**config.mk**
```make
export PLATFORM = sky130hd
export DESIGN_NAME = xml_entity_unescape
export DESIGN_NICKNAME = d
export VERILOG_FILES = /design/src/xeu_pkg.sv /design/src/xml_entity_unescape.sv
export SDC_FILE = /design/constraint.sdc
export NUM_CORES = 1
export LEC_CHECK = 0
export BUFFER_PORTS_ARGS = -buffer_cell sky130_fd_sc_hd__buf_2
export CAP_MARGIN = 25
export CORE_UTILIZATION = 55
export DETAILED_ROUTE_END_ITERATION = 7
export PLACE_DENSITY = 0.71
export SKIP_CTS_REPAIR_TIMING = 1
export SLEW_MARGIN = 5
export SYNTH_ARGS = -nofsm -noshare
export SYNTH_HDL_FRONTEND = slang
export SYNTH_SLANG_ARGS = --single-unit
```
**constraint.sdc**
```tcl
create_clock -name clk -period 4.6 [get_ports clk]
set_input_delay 0.92 -clock clk [delete_from_list [all_inputs] [get_ports clk]]
set_output_delay 0.92 -clock clk [all_outputs]
set_load 0.01 [all_outputs]
```
**src/xeu_pkg.sv**
```systemverilog
// Package for the XML entity unescaper: parse modes, character codes,
// entity name patterns, the result bundle type and the code point check.
// No dependencies.
package xeu_pkg;

  typedef enum logic [4:0] {
    MODE_TEXT   = 5'b00001,
    MODE_NAME   = 5'b00010,
    MODE_HASH   = 5'b00100,
    MODE_DIGITS = 5'b01000,
    MODE_ERROR  = 5'b10000
  } xeu_mode_t;

  localparam logic [7:0] CH_AMP  = 8'h26;
  localparam logic [7:0] CH_SEMI = 8'h3b;
  localparam logic [7:0] CH_HASH = 8'h23;
  localparam logic [7:0] CH_X    = 8'h78;
  localparam logic [7:0] CH_LT   = 8'h3c;
  localparam logic [7:0] CH_GT   = 8'h3e;
  localparam logic [7:0] CH_QUOT = 8'h22;
  localparam logic [7:0] CH_APOS = 8'h27;

  // Entity names as collected, newest byte lowest.
  localparam logic [31:0] NAME_AMP  = 32'h0061_6d70;
  localparam logic [31:0] NAME_LT   = 32'h0000_6c74;
  localparam logic [31:0] NAME_GT   = 32'h0000_6774;
  localparam logic [31:0] NAME_QUOT = 32'h7175_6f74;
  localparam logic [31:0] NAME_APOS = 32'h6170_6f73;

  localparam logic [20:0] CODE_MAX     = 21'h10ffff;
  localparam logic [20:0] DEC_LIMIT    = 21'd111411;  // CODE_MAX / 10
  localparam logic [20:0] HEX_LIMIT    = 21'h010fff;  // CODE_MAX / 16
  localparam logic [20:0] UTF8_2B_BASE = 21'h000080;
  localparam logic [20:0] UTF8_3B_BASE = 21'h000800;
  localparam logic [20:0] UTF8_4B_BASE = 21'h010000;

  // All the results of one input beat: up to four data bytes, then
  // an optional status result.
  typedef struct packed {
    logic [3:0][7:0] bytes;
    logic [2:0]      dcnt;
    logic [2:0]      total;
    logic            status;
    logic            ok;
  } xeu_res_t;

  function automatic logic valid_char(input logic [20:0] c);
    valid_char = (c == 21'd9) || (c == 21'd10) || (c == 21'd13)
              || (c >= 21'h000020 && c <= 21'h00d7ff)
              || (c >= 21'h00e000 && c <= 21'h00fffd)
              || (c >= 21'h010000 && c <= CODE_MAX);
  endfunction

endpackage

```
**src/xml_entity_unescape.sv**
```systemverilog
// Streaming XML entity and character reference decoder; depends on xeu_pkg.
// Each accepted beat passes through the input register and then the result register.
// Throughput: one input beat per cycle while each beat gives at most one result and
// the output is not stalled; a beat with more than one result holds the result register
// until all are taken, as the single output port drains one result per cycle.
// Reset (rst_n low, synchronous) empties both registers and returns to plain text.
module xml_entity_unescape
  import xeu_pkg::*;
(
  input  logic        clk,
  input  logic        rst_n,
  input  logic        in_tvalid,
  output logic        in_tready,
  input  logic [7:0]  in_tdata,   // [7:0] in_byte
  input  logic        in_tlast,   // in_last
  output logic        out_tvalid,
  input  logic        out_tready,
  output logic [15:0] out_tdata,  // [7:0] out_byte, [8] ok, [15:9] zero
  output logic        out_tuser,  // is_status
  output logic        out_tlast   // result_last
);

  // Input register: one beat waiting to be decoded.
  logic       in_valid_r;
  logic [7:0] in_byte_r;
  logic       in_last_r;

  // Parser state, updated when a beat moves into the result register.
  xeu_mode_t   mode_r, mode_nxt;
  logic [31:0] name_r, name_nxt;
  logic [2:0]  name_cnt_r, name_cnt_nxt;
  logic [20:0] code_r, code_nxt;
  logic        hex_r, hex_nxt;
  logic        seen_r, seen_nxt;

  // Result register holding every result of one beat, and the read index.
  xeu_res_t   res_r, res_nxt;
  logic       res_valid_r;
  logic [2:0] idx_r;

  logic move;
  logic res_free;
  logic cur_data;
  logic cur_last;

  // Digit decode and accumulation for character references.
  logic [4:0]  digit;
  logic        digit_ok;
  logic [20:0] code_acc;

  always_comb begin
    if (in_byte_r >= 8'h30 && in_byte_r <= 8'h39) begin
      digit = 5'(in_byte_r - 8'h30);
    end else if (in_byte_r >= 8'h61 && in_byte_r <= 8'h66) begin
      digit = 5'(in_byte_r - 8'h57);
    end else if (in_byte_r >= 8'h41 && in_byte_r <= 8'h46) begin
      digit = 5'(in_byte_r - 8'h37);
    end else begin
      digit = 5'd31;
    end
    if (hex_r) begin
      digit_ok = (digit < 5'd16) && (code_r <= HEX_LIMIT);
      code_acc = {code_r[16:0], 4'b0000} + {16'd0, digit};
    end else begin
      digit_ok = (digit < 5'd10) && (code_r <= DEC_LIMIT);
      code_acc = {code_r[17:0], 3'b000} + {code_r[19:0], 1'b0} + {16'd0, digit};
    end
  end

  always_comb begin
    mode_nxt     = mode_r;
    name_nxt     = name_r;
    name_cnt_nxt = name_cnt_r;
    code_nxt     = code_r;
    hex_nxt      = hex_r;
    seen_nxt     = seen_r;
    res_nxt      = '0;

    unique case (mode_r)
      MODE_TEXT: begin
        if (in_byte_r == CH_AMP) begin
          mode_nxt     = MODE_NAME;
          name_nxt     = '0;
          name_cnt_nxt = '0;
          code_nxt     = '0;
          hex_nxt      = 1'b0;
          seen_nxt     = 1'b0;
        end else if (valid_char({13'd0, in_byte_r})) begin
          res_nxt.bytes[0] = in_byte_r;
          res_nxt.dcnt     = 3'd1;
        end else begin
          mode_nxt = MODE_ERROR;
        end
      end
      MODE_NAME: begin
        priority if (in_byte_r == CH_SEMI) begin
          mode_nxt     = MODE_TEXT;
          res_nxt.dcnt = 3'd1;
          priority if (name_cnt_r == 3'd3 && name_r == NAME_AMP) begin
            res_nxt.bytes[0] = CH_AMP;
          end else if (name_cnt_r == 3'd2 && name_r == NAME_LT) begin
            res_nxt.bytes[0] = CH_LT;
          end else if (name_cnt_r == 3'd2 && name_r == NAME_GT) begin
            res_nxt.bytes[0] = CH_GT;
          end else if (name_cnt_r == 3'd4 && name_r == NAME_QUOT) begin
            res_nxt.bytes[0] = CH_QUOT;
          end else if (name_cnt_r == 3'd4 && name_r == NAME_APOS) begin
            res_nxt.bytes[0] = CH_APOS;
          end else begin
            mode_nxt     = MODE_ERROR;
            res_nxt.dcnt = 3'd0;
          end
        end else if (name_cnt_r == 3'd0 && in_byte_r == CH_HASH) begin
          mode_nxt = MODE_HASH;
        end else if (name_cnt_r >= 3'd4) begin
          mode_nxt = MODE_ERROR;
        end else begin
          name_nxt     = {name_r[23:0], in_byte_r};
          name_cnt_nxt = name_cnt_r + 3'd1;
        end
      end
      MODE_HASH: begin
        priority if (in_byte_r == CH_SEMI) begin
          mode_nxt = MODE_ERROR;
        end else if (in_byte_r == CH_X) begin
          hex_nxt  = 1'b1;
          mode_nxt = MODE_DIGITS;
        end else if (digit_ok) begin
          code_nxt = code_acc;
          seen_nxt = 1'b1;
          mode_nxt = MODE_DIGITS;
        end else begin
          mode_nxt = MODE_ERROR;
        end
      end
      MODE_DIGITS: begin
        if (in_byte_r == CH_SEMI) begin
          if (seen_r && valid_char(code_r)) begin
            mode_nxt = MODE_TEXT;
            priority if (code_r < UTF8_2B_BASE) begin
              res_nxt.bytes[0] = code_r[7:0];
              res_nxt.dcnt     = 3'd1;
            end else if (code_r < UTF8_3B_BASE) begin
              res_nxt.bytes[0] = {3'b110, code_r[10:6]};
              res_nxt.bytes[1] = {2'b10, code_r[5:0]};
              res_nxt.dcnt     = 3'd2;
            end else if (code_r < UTF8_4B_BASE) begin
              res_nxt.bytes[0] = {4'b1110, code_r[15:12]};
              res_nxt.bytes[1] = {2'b10, code_r[11:6]};
              res_nxt.bytes[2] = {2'b10, code_r[5:0]};
              res_nxt.dcnt     = 3'd3;
            end else begin
              res_nxt.bytes[0] = {5'b11110, code_r[20:18]};
              res_nxt.bytes[1] = {2'b10, code_r[17:12]};
              res_nxt.bytes[2] = {2'b10, code_r[11:6]};
              res_nxt.bytes[3] = {2'b10, code_r[5:0]};
              res_nxt.dcnt     = 3'd4;
            end
          end else begin
            mode_nxt = MODE_ERROR;
          end
        end else if (digit_ok) begin
          code_nxt = code_acc;
          seen_nxt = 1'b1;
        end else begin
          mode_nxt = MODE_ERROR;
        end
      end
      default: begin
        mode_nxt = MODE_ERROR;
      end
    endcase

    // The final byte of a text adds a status result and starts afresh.
    if (in_last_r) begin
      res_nxt.status = 1'b1;
      res_nxt.ok     = (mode_nxt == MODE_TEXT);
      mode_nxt       = MODE_TEXT;
      name_nxt       = '0;
      name_cnt_nxt   = '0;
      code_nxt       = '0;
      hex_nxt        = 1'b0;
      seen_nxt       = 1'b0;
    end
    res_nxt.total = res_nxt.dcnt + {2'b00, res_nxt.status};
  end

  // The result register is free once its last result is taken.
  assign cur_data  = (idx_r < res_r.dcnt);
  assign cur_last  = (idx_r == res_r.total - 3'd1);
  assign res_free  = !res_valid_r || (out_tready && cur_last);
  assign move      = in_valid_r && res_free;
  assign in_tready = !in_valid_r || move;

  always_ff @(posedge clk) begin
    if (!rst_n) begin
      in_valid_r <= 1'b0;
    end else if (in_tvalid && in_tready) begin
      in_valid_r <= 1'b1;
    end else if (move) begin
      in_valid_r <= 1'b0;
    end
  end

  always_ff @(posedge clk) begin
    if (in_tvalid && in_tready) begin
      in_byte_r <= in_tdata;
      in_last_r <= in_tlast;
    end
  end

  always_ff @(posedge clk) begin
    if (!rst_n) begin
      mode_r     <= MODE_TEXT;
      name_r     <= '0;
      name_cnt_r <= '0;
      code_r     <= '0;
      hex_r      <= 1'b0;
      seen_r     <= 1'b0;
    end else if (move) begin
      mode_r     <= mode_nxt;
      name_r     <= name_nxt;
      name_cnt_r <= name_cnt_nxt;
      code_r     <= code_nxt;
      hex_r      <= hex_nxt;
      seen_r     <= seen_nxt;
    end
  end

  always_ff @(posedge clk) begin
    if (!rst_n) begin
      res_valid_r <= 1'b0;
      idx_r       <= '0;
    end else if (move) begin
      res_valid_r <= (res_nxt.total != 3'd0);
      idx_r       <= '0;
    end else if (res_valid_r && out_tready) begin
      idx_r <= idx_r + 3'd1;
      if (cur_last) begin
        res_valid_r <= 1'b0;
      end
    end
  end

  always_ff @(posedge clk) begin
    if (move) begin
      res_r <= res_nxt;
    end
  end

  // Data bytes go out first, the status result (if any) last.
  assign out_tvalid = res_valid_r;
  assign out_tuser  = !cur_data;
  assign out_tlast  = cur_last;
  assign out_tdata  = {7'd0, !cur_data && res_r.ok,
                       cur_data ? res_r.bytes[idx_r[1:0]] : 8'h00};

  // The read index never runs past the results of the held beat.
  a_idx_in_range: assert property (@(posedge clk) disable iff (!rst_n)
    res_valid_r |-> (idx_r < res_r.total))
    else $error("result index beyond held results");

  // A final byte always produces a status result.
  a_last_gives_status: assert property (@(posedge clk) disable iff (!rst_n)
    (move && in_last_r) |=> (res_valid_r && res_r.status))
    else $error("final byte without status result");

  // A final byte always leaves the parser in plain text with no entity open.
  a_last_resets_state: assert property (@(posedge clk) disable iff (!rst_n)
    (move && in_last_r) |=> (mode_r == MODE_TEXT && name_cnt_r == 3'd0 && !seen_r))
    else $error("parser state not cleared after final byte");

  // The status result is always the last result of its beat.
  a_status_is_last: assert property (@(posedge clk) disable iff (!rst_n)
    (out_tvalid && out_tuser) |-> out_tlast)
    else $error("status result not marked last");

  // An entity name never collects more than four bytes.
  a_name_bound: assert property (@(posedge clk) disable iff (!rst_n)
    name_cnt_r <= 3'd4)
    else $error("entity name count overflow");

endmodule

```
==> impl_metrics.env <==
export IMPL_crit_fanout=8
export IMPL_setup_tns_ns=0
export IMPL_grt_max_degree=55
export IMPL_hold_ws_ns=0.458
export IMPL_cts_path_max_buffers=2
export IMPL_first_iter_violations=589
export IMPL_cts_htree_levels=4
export IMPL_antenna_found_initial=0
export IMPL_cp_required_ns=4.93
export IMPL_status="finished clean"
export IMPL_p_total_mw=2.43
export IMPL_path_cells="inv_1, ha_1, nor3b_2, or3_1, o21bai_1, a21oi_1, ha_1, ha_1, inv_1, fa_1, nor2b_1, o31a_1, o31a_1, a21o_1, or2_2, a31oi_1, xnor2_1, o32ai_1"
export IMPL_start_kind="flip-flop"
export IMPL_clkTransAtPathRegs_ns=0.06
export IMPL_cp_data_arrival_time_ns=4.64
export IMPL_grt_pass1_vias=6317
export IMPL_drtPass1Iterations=6
export IMPL_wirelength_um=19100
export IMPL_finClkSkew_ns=0.00779
export IMPL_synth_area_leader_cell="dfxtp_1"
export IMPL_grt_setup_unrepaired="no"
export IMPL_die_w_um=120
export IMPL_clock_latency_ns=0.42
export IMPL_cts_root_buf="clkbuf_16"
export IMPL_drive_above_1_share_pct=11.7
export IMPL_max_slew_margin_rel_pct=36.5
export IMPL_crit_path_frequent_cell="ha_1"
export IMPL_ant_nets=0
export IMPL_hp_class="reg -> reg"
export IMPL_num_fill_cells=1164
export IMPL_rows=42
export IMPL_synth_edf_count=45
export IMPL_hpwlAfterDp_um=13800
export IMPL_ys_top_cells_by_area="dfxtp_1, edfxtp_1, ha_1, a21oi_1, nand2_1"
export IMPL_die_y_um=120
export IMPL_die_area_um2=14300
export IMPL_yosys_top_cells_count="nand2_1, a21oi_1, nor2_1"
export IMPL_synth_most_common_cell="nand2_1"
export IMPL_maxCapViolCount=0
export IMPL_synth_flop_cell="dfxtp_1"
export IMPL_stdcell_area_um2=8390
export IMPL_gp_congestion=0.924
export IMPL_drt_wirelength_per_cell_um=17.7
export IMPL_vias=6791
export IMPL_synthToLayoutAreaGrowth_pct=10.2
export IMPL_p_per_area_nw_per_um2=289
export IMPL_cts_tree="built"
export IMPL_netlist_area_um2=7610
export IMPL_ir_drop_mv=0.244
export IMPL_start_util_pct=57.0
export IMPL_seq_area_frac_synth_pct=35.6
export IMPL_place_area_um2=7830
export IMPL_slowest_delay_ns=0.52
export IMPL_grt_pass1_wl_um=31500
export IMPL_endpoint_kind="flip-flop"
export IMPL_crit_type="reg -> reg"
export IMPL_syn_inst=887
export IMPL_finalCritPeriodShare_pct=93.7
export IMPL_fin_nets=961
export IMPL_worst_pin_slew_ns=0.952
export IMPL_path_buf_inv=2
export IMPL_grt_use_total_pct=27.7
export IMPL_ys_types=81
export IMPL_coreArea_um2=13300
export IMPL_cts_buffers=17
export IMPL_avgViaCountPerCell=6.27
export IMPL_yosys_warnings=0
export IMPL_yosysTopAreaCellShare_pct=17.9
export IMPL_synth_seq_cells=113
export IMPL_clock_sinks=113
export IMPL_grt_overflow_total=0
export IMPL_clock_fmax_mhz=232
export IMPL_hold_viol_final=0
export IMPL_crit_slowest_cell="edfxtp_1"
export IMPL_finalSetupViolCount=0
export IMPL_io_pins=33
export IMPL_timing_final_crit_period_ns=4.31
export IMPL_synth_avg_cell_area_um2=8.58
export IMPL_diodes=0
export IMPL_drcViolationCount=0
export IMPL_p_leak_nw=3.23
export IMPL_crit_family="compound AO/OA/AOI/OAI gates"
export IMPL_async_reset_ff_share_pct=0
export IMPL_io_buffers=25
export IMPL_slew_viol_final=0
[sequential cells by signal, indices dropped and copies added (netlist names), 3 cells and up]
signal      cells
res_r          36
mode_r          5
in_byte_r       8
code_r         21
idx_r           3
name_r         32
name_cnt_r      3
[worst paths after layout]
path	startpoint	endpoint	slack (ns)	cells after the start
min reg2reg	name_r[25]	name_r[25]	0.46	2
max	in_byte_r[1]	code_r[20]	0.29	18
max reg2reg	in_byte_r[1]	code_r[20]	0.29	18
min	name_r[25]	name_r[25]	0.46	2
[cells by family after synthesis]
| group | after synthesis | share of synthesized area, % |
|---|---|---|
| other cells | 1 | 0.0493 |
| fa+ha+maj | 54 | 9.17 |
| compound gates | 222 | 18.8 |
| flops | 113 | 35.6 |
| xor+xnor | 35 | 4.21 |
| mux | 14 | 3.01 |
| simple gates | 359 | 24.1 |
| buf+inv | 89 | 4.98 |
[where the power goes]
| group | leakage, nW | internal, mW | switching (mW) |
|---|---|---|---|
| Combinational | 2.02 | 0.0529 | 0.0937 |
| Clock | 0.257 | 0.689 | 0.498 |
| Sequential | 0.955 | 1.07 | 0.0217 |
[through the flow]
| stage | std cells | utilization, % | setup slack [ns] |
|---|---|---|---|
| after global routing | 1083 | 62.9 | 0.0497 |
| after CTS | 1080 | 62.6 | 0.0731 |
| final | 1083 | 62.9 | 0.290 |
| after global placement | 1048 | 58.6 | 0.344 |
| after detailed placement | 1048 | 58.6 | 0.0770 |
| after floorplan | 893 | - | 0.626 |
[tightest hold or removal path, delay by kind of cell (launching register included)]
kind	cells	cell delay [ns]
AO/OA/AOI/OAI	1	0.05
flip-flops	1	0.31
AND/OR/NAND/NOR	1	0.05
[final cells by class]
class / count / area (um^2) / share of cell area (%)
Clock buffer: 17 / 425 / 5.07
Clock inverter: 15 / 109 / 1.30
Inverter: 28 / 105 / 1.25
Multi-Input combinational cell: 691 / 4560 / 54.3
Sequential cell: 113 / 2710 / 32.3
Tap cell: 176 / 220 / 2.62
Timing Repair Buffer: 43 / 260 / 3.10
[cell usage in the layout (no fill, tap or decap), types with 7 or more instances in the layout]
master	synthesis	final
nand3_1	56	56
nor2b_1	13	13
o22ai_1	7	7
and3_1	16	16
mux4_2	7	7
nor2_1	80	79
inv_1	27	27
edfxtp_1	45	45
o21ai_0	29	29
nand2b_1	16	16
a211oi_1	13	13
a22oi_1	13	13
conb_1	1	7
buf_2	6	25
clkbuf_16	0	17
nand2_1	89	89
xnor2_1	17	17
buf_4	8	18
nand4_1	9	9
xor2_1	17	17
ha_1	51	51
and2_1	7	7
a21o_1	15	15
a21oi_1	83	81
nor3_1	16	16
nor4_1	10	10
dfxtp_1	68	68
o21a_1	8	8
[per-layer routing]
metal,wire length (um),GRT usage [%],vias up
li1,-,-,3260
met5,0,0,-
met1,8520,37.3,3206
met2,8940,44.8,286
met3,1260,4.56,39
met4,410,10.1,0
Note: power is estimated with default switching activity, not from simulation.
